`src/sv/cwd_pkg.sv`:
```
`timescale 1ns / 1ps

package cwd_pkg;

  // CRC-8, MSB first, no reflection, no final XOR
  localparam logic [7:0] CRC_INIT = 8'hFF;
  localparam logic [7:0] CRC_POLY = 8'h31;
  localparam logic [7:0] CRC_TOP  = 8'h80;

  // Words per frame: configured count is capped at this value
  localparam int unsigned MAX_WORDS = 16;

  localparam int unsigned CNT_W   = 5;  // word counter and word_count register
  localparam int unsigned EFF_W   = 7;  // holds values up to 127
  localparam int unsigned POS_W   = 4;
  localparam logic [CNT_W-1:0] WORD_COUNT_RST = 5'd9;

  // Position of the next byte within its three-byte group
  typedef enum logic [1:0] {
    PH_HIGH  = 2'd0,
    PH_LOW   = 2'd1,
    PH_CHECK = 2'd2
  } phase_t;

  typedef struct packed {
    logic [15:0]      word_value;
    logic [POS_W-1:0] word_position;
    logic             crc_ok;
    logic             last_word;
  } result_t;

  // One byte through the CRC, bitwise
  function automatic logic [7:0] crc8_byte(input logic [7:0] crc_in,
                                           input logic [7:0] data);
    logic [7:0] c;
    c = crc_in ^ data;
    for (int b = 0; b < 8; b++) begin
      if ((c & CRC_TOP) != 8'h00) begin
        c = {c[6:0], 1'b0} ^ CRC_POLY;
      end else begin
        c = {c[6:0], 1'b0};
      end
    end
    return c;
  endfunction

endpackage

```
`src/sv/cwd_if.sv`:
```
`timescale 1ns / 1ps

// Byte channel into the deframer
interface cwd_in_if;
  logic       valid;
  logic       ready;
  logic [7:0] rx_byte;
  logic       frame_start;

  modport source (output valid, output rx_byte, output frame_start, input ready);
  modport sink   (input valid, input rx_byte, input frame_start, output ready);
endinterface

// Word channel out of the deframer
interface cwd_out_if;
  logic        valid;
  logic        ready;
  logic [15:0] word_value;
  logic [3:0]  word_position;
  logic        crc_ok;
  logic        last_word;

  modport source (output valid, output word_value, output word_position,
                  output crc_ok, output last_word, input ready);
  modport sink   (input valid, input word_value, input word_position,
                  input crc_ok, input last_word, output ready);
endinterface

```
`src/sv/cwd_core.sv`:
```
`timescale 1ns / 1ps

module cwd_core (
  input  logic                     clk,
  input  logic                     rst_n,
  input  logic                     cfg_wr_en,
  input  logic [cwd_pkg::CNT_W-1:0] cfg_wr_data,
  input  logic                     acc,
  input  logic [7:0]               rx_byte,
  input  logic                     frame_start,
  output logic                     res_valid,
  output cwd_pkg::result_t         res
);

  cwd_pkg::phase_t           phase_r, phase_nxt, phase_cur;
  logic [7:0]                first_r, first_nxt;
  logic [7:0]                second_r, second_nxt;
  logic [7:0]                crc_r, crc_nxt, crc_cur;
  logic [cwd_pkg::CNT_W-1:0] cnt_r, cnt_nxt, cnt_cur;
  logic                      done_r, done_nxt, done_cur;
  logic [cwd_pkg::CNT_W-1:0] word_count_r;
  logic [cwd_pkg::EFF_W-1:0] eff_count;
  logic [cwd_pkg::EFF_W-1:0] cnt_inc;
  logic                      ok;
  logic                      last;

  // Effective word count: zero reads as one, capped at the maximum
  always_comb begin
    eff_count = {{(cwd_pkg::EFF_W-cwd_pkg::CNT_W){1'b0}}, word_count_r};
    if (word_count_r == '0) begin
      eff_count = cwd_pkg::EFF_W'(1);
    end
    if (eff_count > cwd_pkg::EFF_W'(cwd_pkg::MAX_WORDS)) begin
      eff_count = cwd_pkg::EFF_W'(cwd_pkg::MAX_WORDS);
    end
  end

  // Frame start clears the group state before the byte is taken
  always_comb begin
    phase_cur = phase_r;
    crc_cur   = crc_r;
    cnt_cur   = cnt_r;
    done_cur  = done_r;
    if (frame_start) begin
      phase_cur = cwd_pkg::PH_HIGH;
      crc_cur   = cwd_pkg::CRC_INIT;
      cnt_cur   = '0;
      done_cur  = 1'b0;
    end
  end

  assign cnt_inc = {{(cwd_pkg::EFF_W-cwd_pkg::CNT_W){1'b0}}, cnt_cur} + cwd_pkg::EFF_W'(1);
  assign ok      = (crc_cur == rx_byte);
  assign last    = !ok || (cnt_inc >= eff_count);

  // Next phase
  always_comb begin
    phase_nxt = phase_r;
    if (acc) begin
      phase_nxt = phase_cur;
      if (!done_cur) begin
        case (phase_cur)
          cwd_pkg::PH_HIGH: phase_nxt = cwd_pkg::PH_LOW;
          cwd_pkg::PH_LOW:  phase_nxt = cwd_pkg::PH_CHECK;
          default:          phase_nxt = cwd_pkg::PH_HIGH;
        endcase
      end
    end
  end

  // Data path and result
  always_comb begin
    first_nxt  = first_r;
    second_nxt = second_r;
    crc_nxt    = crc_r;
    cnt_nxt    = cnt_r;
    done_nxt   = done_r;
    res_valid  = 1'b0;
    res.word_value    = {first_r, second_r};
    res.word_position = cnt_cur[cwd_pkg::POS_W-1:0];
    res.crc_ok        = ok;
    res.last_word     = last;
    if (acc) begin
      crc_nxt  = crc_cur;
      cnt_nxt  = cnt_cur;
      done_nxt = done_cur;
      if (!done_cur) begin
        case (phase_cur)
          cwd_pkg::PH_HIGH: begin
            first_nxt = rx_byte;
            crc_nxt   = cwd_pkg::crc8_byte(cwd_pkg::CRC_INIT, rx_byte);
          end
          cwd_pkg::PH_LOW: begin
            second_nxt = rx_byte;
            crc_nxt    = cwd_pkg::crc8_byte(crc_cur, rx_byte);
          end
          default: begin
            res_valid = 1'b1;
            crc_nxt   = cwd_pkg::CRC_INIT;
            if (ok) begin
              cnt_nxt = cnt_inc[cwd_pkg::CNT_W-1:0];
            end
            if (last) begin
              done_nxt = 1'b1;
            end
          end
        endcase
      end
    end
  end

  // State registers
  always_ff @(posedge clk) begin
    if (!rst_n) begin
      phase_r      <= cwd_pkg::PH_HIGH;
      first_r      <= '0;
      second_r     <= '0;
      crc_r        <= cwd_pkg::CRC_INIT;
      cnt_r        <= '0;
      done_r       <= 1'b1;
      word_count_r <= cwd_pkg::WORD_COUNT_RST;
    end else begin
      phase_r  <= phase_nxt;
      first_r  <= first_nxt;
      second_r <= second_nxt;
      crc_r    <= crc_nxt;
      cnt_r    <= cnt_nxt;
      done_r   <= done_nxt;
      if (cfg_wr_en) begin
        word_count_r <= cfg_wr_data;
      end
    end
  end

endmodule

```
`src/sv/cwd_out_reg.sv`:
```
`timescale 1ns / 1ps

module cwd_out_reg (
  input  logic             clk,
  input  logic             rst_n,
  input  logic             load,
  input  cwd_pkg::result_t load_data,
  input  logic             out_ready,
  output logic             out_valid,
  output cwd_pkg::result_t out_data,
  output logic             can_load
);

  logic             valid_r, valid_nxt;
  cwd_pkg::result_t data_r;

  // Free when empty or when the held word leaves this cycle
  assign can_load = !valid_r || out_ready;

  always_comb begin
    valid_nxt = valid_r;
    if (load) begin
      valid_nxt = 1'b1;
    end else if (out_ready) begin
      valid_nxt = 1'b0;
    end
  end

  always_ff @(posedge clk) begin
    if (!rst_n) begin
      valid_r <= 1'b0;
    end else begin
      valid_r <= valid_nxt;
    end
  end

  // Payload needs no reset
  always_ff @(posedge clk) begin
    if (load) begin
      data_r <= load_data;
    end
  end

  assign out_valid = valid_r;
  assign out_data  = data_r;

endmodule

```
`src/sv/crc_checked_word_deframer.sv`:
```
`timescale 1ns / 1ps
// A word appears on the output in the cycle after its check byte is accepted.
// Throughput: one byte per cycle; in_ch.ready falls only while a finished word
// waits in the output register and out_ch.ready is low.
// Reset (synchronous, rst_n low): idle until a frame start, CRC 0xFF,
// word counter 0, word_count 9, output register empty.

module crc_checked_word_deframer (
  input  logic                      clk,
  input  logic                      rst_n,
  input  logic                      cfg_wr_en,
  input  logic [cwd_pkg::CNT_W-1:0] cfg_wr_data,
  cwd_in_if.sink                    in_ch,
  cwd_out_if.source                 out_ch
);

  logic             acc;
  logic             can_load;
  logic             res_valid;
  cwd_pkg::result_t res;
  cwd_pkg::result_t out_data;

  assign in_ch.ready = can_load;
  assign acc         = in_ch.valid && can_load;

  // Byte grouping, CRC and frame tracking
  cwd_core u_core (
    .clk         (clk),
    .rst_n       (rst_n),
    .cfg_wr_en   (cfg_wr_en),
    .cfg_wr_data (cfg_wr_data),
    .acc         (acc),
    .rx_byte     (in_ch.rx_byte),
    .frame_start (in_ch.frame_start),
    .res_valid   (res_valid),
    .res         (res)
  );

  // Result register
  cwd_out_reg u_out_reg (
    .clk       (clk),
    .rst_n     (rst_n),
    .load      (res_valid),
    .load_data (res),
    .out_ready (out_ch.ready),
    .out_valid (out_ch.valid),
    .out_data  (out_data),
    .can_load  (can_load)
  );

  assign out_ch.word_value    = out_data.word_value;
  assign out_ch.word_position = out_data.word_position;
  assign out_ch.crc_ok        = out_data.crc_ok;
  assign out_ch.last_word     = out_data.last_word;

  // A failed check always closes the frame
  a_fail_is_last: assert property (@(posedge clk) disable iff (!rst_n)
    out_ch.valid && !out_ch.crc_ok |-> out_ch.last_word)
    else $error("CRC failure not marked as last word");

  // Input stalls only behind a held, untaken word
  a_stall_cause: assert property (@(posedge clk) disable iff (!rst_n)
    !in_ch.ready |-> out_ch.valid && !out_ch.ready)
    else $error("input stalled without a pending output word");

  // Output register is empty straight after reset
  a_reset_empty: assert property (@(posedge clk) disable iff (!rst_n)
    $past(!rst_n) |-> !out_ch.valid)
    else $error("output valid right after reset");

endmodule

```
`src/flat_wrapper.sv`:
```
// flat-port wrapper written by rule: the top's interface ports become plain ports
module crc_checked_word_deframer_flat 
  (clk, rst_n, cfg_wr_en, cfg_wr_data, in_ch_valid, in_ch_rx_byte, in_ch_frame_start, in_ch_ready, out_ch_valid, out_ch_word_value, out_ch_word_position, out_ch_crc_ok, out_ch_last_word, out_ch_ready);
  cwd_in_if in_ch_i ();
  cwd_out_if out_ch_i ();
  input  logic clk;
  input  logic rst_n;
  input  logic cfg_wr_en;
  input  logic [cwd_pkg::CNT_W-1:0] cfg_wr_data;
  input wire logic [$bits(in_ch_i.valid)-1:0] in_ch_valid;
  input wire logic [$bits(in_ch_i.rx_byte)-1:0] in_ch_rx_byte;
  input wire logic [$bits(in_ch_i.frame_start)-1:0] in_ch_frame_start;
  output wire logic [$bits(in_ch_i.ready)-1:0] in_ch_ready;
  output wire logic [$bits(out_ch_i.valid)-1:0] out_ch_valid;
  output wire logic [$bits(out_ch_i.word_value)-1:0] out_ch_word_value;
  output wire logic [$bits(out_ch_i.word_position)-1:0] out_ch_word_position;
  output wire logic [$bits(out_ch_i.crc_ok)-1:0] out_ch_crc_ok;
  output wire logic [$bits(out_ch_i.last_word)-1:0] out_ch_last_word;
  input wire logic [$bits(out_ch_i.ready)-1:0] out_ch_ready;
  assign in_ch_i.valid = in_ch_valid;
  assign in_ch_i.rx_byte = in_ch_rx_byte;
  assign in_ch_i.frame_start = in_ch_frame_start;
  assign in_ch_ready = in_ch_i.ready;
  assign out_ch_valid = out_ch_i.valid;
  assign out_ch_word_value = out_ch_i.word_value;
  assign out_ch_word_position = out_ch_i.word_position;
  assign out_ch_crc_ok = out_ch_i.crc_ok;
  assign out_ch_last_word = out_ch_i.last_word;
  assign out_ch_i.ready = out_ch_ready;
  crc_checked_word_deframer u_core (.clk(clk), .rst_n(rst_n), .cfg_wr_en(cfg_wr_en), .cfg_wr_data(cfg_wr_data), .in_ch(in_ch_i), .out_ch(out_ch_i));
endmodule
```
`config.mk`:
```
export PLATFORM = sky130hd
export DESIGN_NAME = crc_checked_word_deframer_flat
export DESIGN_NICKNAME = d
export VERILOG_FILES = /design/src/sv/cwd_pkg.sv /design/src/sv/cwd_if.sv /design/src/sv/cwd_core.sv /design/src/sv/cwd_out_reg.sv /design/src/sv/crc_checked_word_deframer.sv /design/src/flat_wrapper.sv
export SDC_FILE = /design/constraint.sdc
export NUM_CORES = 1
export LEC_CHECK = 0
export ABC_CLOCK_PERIOD_IN_PS = 2300
export BUFFER_PORTS_ARGS = -buffer_cell sky130_fd_sc_hd__buf_2
export CAP_MARGIN = 20
export CORE_MARGIN = 4
export CORE_UTILIZATION = 50
export DETAILED_ROUTE_END_ITERATION = 8
export GPL_TIMING_DRIVEN = 0
export PLACE_DENSITY = 0.83
export SYNTH_ARGS = -nofsm -noshare
export SYNTH_HDL_FRONTEND = slang
export SYNTH_SLANG_ARGS = --single-unit
```
`constraint.sdc`:
```
create_clock -name clk -period 2.3 [get_ports clk]
set_clock_uncertainty 0.1 [all_clocks]
set_input_delay 0.23 -clock clk [delete_from_list [all_inputs] [get_ports clk]]
set_output_delay 0.23 -clock clk [all_outputs]
set_load 0.01 [all_outputs]
```
==> impl_metrics.csv <==
group,metric,value,unit
power_and_ir_drop,power_per_cell_area,672,nW/µm²
yosys,netlist.area_leader.share,23.7,%
detailed_routing,wire_per_inst,15.5,µm
grt,grt_pass1_wl,11.5,mm
grt,grt_max_degree,27,
clocking,cts_inserted_buffers,9,
timing,hold_viol,0,
timing,slew_headroom,54.4,%
grt,antenna_found_initial,0,
clocking,cts-htree-levels,3,
clocking,cts_sinks,60,
grt,grt-ovfl-total,0,
place,hpwl,5.06,mm
floorplan,dieWidth,88.2,µm
critical_path,rr_endpoint,"u_core.u_core.done_r",
timing,finalSetupViolations,0,
flow_run,cap_violations,0,
yosys,syn_area,3220,µm²
place,gp_congestion,0.892,
timing,tightest_slew,0.680,ns
floorplan,io_pins,43,
critical_path,crit_path_end,"u_core.u_core.done_r",
detailed_routing,drt_iter0_drc,245,
yosys,synthTopCellsByArea,"dfxtp_1 24%, edfxtp_1 21%, nand2_1 7.2%",
critical_path,worst-path-max-fanout,10,
detailed_routing,wl,6.97,mm
timing,rsz0062_at_grt,"yes",
critical_path,r2r-start,"u_core.u_core.cnt_r[0]",
place,dp.cells,434,
floorplan,core,6100,µm²
power_and_ir_drop,peakVddDrop,0.000357,V
critical_path,timing.reg2reg.setup_slack,0.10,ns
floorplan,die-area,7780,µm²
final_layout,area_delta_synth_final,14.9,%
critical_path,crit_start,"in_ch_frame_start",
min_path,min_path_type,"in -> reg",
place,port_buffers,32,
detailed_routing,route.detailed.drc,0,
critical_path,cp-start-kind,"input port",
yosys,ys_seq_area_share,44.2,%
power_and_ir_drop,leakage,1.40,nW
yosys,yosysTopAreaCell,"dfxtp_1",
yosys,ys.flop_type,"dfxtp_1",
final_layout,drive_above_1_share,21.9,%
final_layout,design_area,3690,µm²
grt,grt_pass1_vias,2389,
yosys,synth_cells,327,
yosys,synth_edf_count,22,
final_layout,fin_cells,449,
timing,slew_viol_final,0,
clocking,clkTransAtPathRegs,0.06,ns
critical_path,critical_path_arrival,2.36,ns
clocking,ctsHoldBuffers,0,
detailed_routing,vias,2572,
yosys,synth_cell_types,57,
timing,fmax,0.447,GHz
yosys,async_flop_share,0,%
floorplan,fp-row-count,28,
outcome,outcome,"finished clean",
yosys,syn-num-nets,352,
final_layout,nets,396,
floorplan,die_y,88.2,µm
detailed_routing,drt_pass1_iterations,5,
final_layout,final_core_utilization,60.6,%
detailed_routing,via_per_inst,5.73,
place,placed_area,3470,µm²
critical_path,r2r_cells,9,
grt,groute.usage.overall,19.4,%
clocking,clk_path_buf_depth,2,
clocking,clk_latency,0.34,ns
timing,fin_crit_sh,97.3,%
final_layout,diodes,0,
critical_path,critical_path_required,2.42,ns
yosys,synth_seq_cells,60,
timing,min_period,2.24,ns
clocking,cts_tree,"built",
clocking,root_buffer,"clkbuf_8",
critical_path,critPathKind,"in -> reg",
critical_path,worst_setup_path_end_kind,"flip-flop",
yosys,yosys_warnings,0,
detailed_routing,antenna_left,0,
yosys,postSynthAreaPerCell,9.83,µm²
floorplan,start_util,52.8,%
==> cell usage in the layout, fill, tap and decap left out, drive strengths merged, types with 2 or more instances in the layout <==
cell type	instances
nand3	11
mux2i	8
nor4bb	3
o22ai	7
nand2b	2
a41o	2
xor2	10
edfxtp	22
nor3	2
inv	3
or2	2
o21ai	7
nand2	62
and3	2
dfxtp	38
buf	46
nor2	25
a21oi	11
xnor2	26
clkbuf	19
a21boi	20
o211ai	7
o311ai	2
clkinv	2
a221oi	2
a21o	2
and2	2
a31oi	3
ha	6
nor2b	8
==> how the worst min path moves through the flow <==
| stage | from | endpoint | slack [ns] | depth (start not counted) |
|---|---|---|---|---|
| 2_1_floorplan | cfg_wr_data[0] | u_core.u_core.word_count_r[0] | 0.26 | 2 |
| 5_1_grt | cfg_wr_data[0] | u_core.u_core.word_count_r[0] | 0.04 | 3 |
| 4_1_cts | cfg_wr_data[0] | u_core.u_core.word_count_r[0] | 0.0006 | 3 |
| 3_5_place_dp | u_core.u_core.first_r[7] | u_core.u_out_reg.out_data[21] | 0.32 | 0 |
| 6_report | cfg_wr_data[0] | u_core.u_core.word_count_r[0] | 0.002 | 3 |
| 3_3_place_gp | u_core.u_core.first_r[7] | u_core.u_out_reg.out_data[21] | 0.31 | 0 |
==> final cells by class <==
cell class,instances,area [µm²]
clock buffer,11,141
inverter,4,18.8
fill,530,2400
timing repair buffer,33,168
tap,75,93.8
sequential,60,1420
multi-input combinational,242,1650
clock inverter,3,38.8
buffer,21,164
==> synth_stat cells (4+ instances only) <==
master and count:
buf_2 5, ha_1 6, dfxtp_1 38, inv_1 4, o211ai_1 7, nand3_1 11
clkbuf_1 4, xor2_1 6, buf_4 5, nor2b_1 8, o21ai_0 5, mux2i_1 7
edfxtp_1 22, a21boi_1 19, o22ai_1 7, nor2_1 23, a21oi_1 11, nand2_1 62
xnor2_1 22
==> per-layer routing <==
metal / track usage, % / wire length [µm] / vias up
met4: 7.97 / 126 / 0
met2: 31.6 / 3410 / 111
met5: 0 / 0 / -
met3: 4.52 / 498 / 16
met1: 24.8 / 2940 / 1222
li1: - / - / 1223
==> through the flow <==
stage	hold slack, ns	TNS (ns)	setup WS (ns)	total power [mW]
6_report	0.00180	0	0.0614	2.48
2_1_floorplan	0.257	0	0.0240	1.52
3_3_place_gp	0.311	-0.494	-0.288	1.58
3_5_place_dp	0.317	-0.619	-0.357	1.60
5_1_grt	0.0433	-0.0244	-0.0232	2.58
4_1_cts	0.000600	0	0.0209	2.48
==> worst max-delay path, stage by stage <==
cell and delay, ns:
buf_2 0.11, clkbuf_8 0.16, buf_6 0.15, clkbuf_4 0.20, nor2b_4 0.15, ha_4 0.16
nand3_1 0.09, xor2_1 0.16, nor2_1 0.17, ha_1 0.27, o21ai_0 0.10, o211ai_1 0.15
a41o_1 0.27
==> power by group <==
group	switching, mW	total, mW	internal [mW]
Clock	0.388	0.900	0.513
Sequential	0.0347	1.16	1.13
Combinational	0.223	0.419	0.196
==> flip-flops by register name, summed over array words and instances, names as in the netlist <==
name	flops
u_core.u_out_reg.out_data	22
u_core.u_core.crc_r	8
u_core.u_core.first_r	8
u_core.u_core.second_r	8
u_core.u_core.cnt_r	5
u_core.u_core.word_count_r	5
u_core.u_core.phase_r	2
u_core.u_core.done_r	1
u_core.u_out_reg.out_valid	1
==> logic make-up after synthesis <==
family | share of synthesized area (%)
buffers and inverters | 5.49
xor gates and xnor gates | 13.1
AOI/OAI and AO/OA | 14.3
DFF | 44.2
and+or+nand+nor | 18.0
adders and majority gates | 2.33
muxes | 2.61
==> timing repair <==
action                     in CTS  in global routing
resized for setup               4                  6
setup endpoints to repair       2                  4
pin swaps                       0                  1
buffers inserted                0                  1
(Power assumes the default switching activity.)
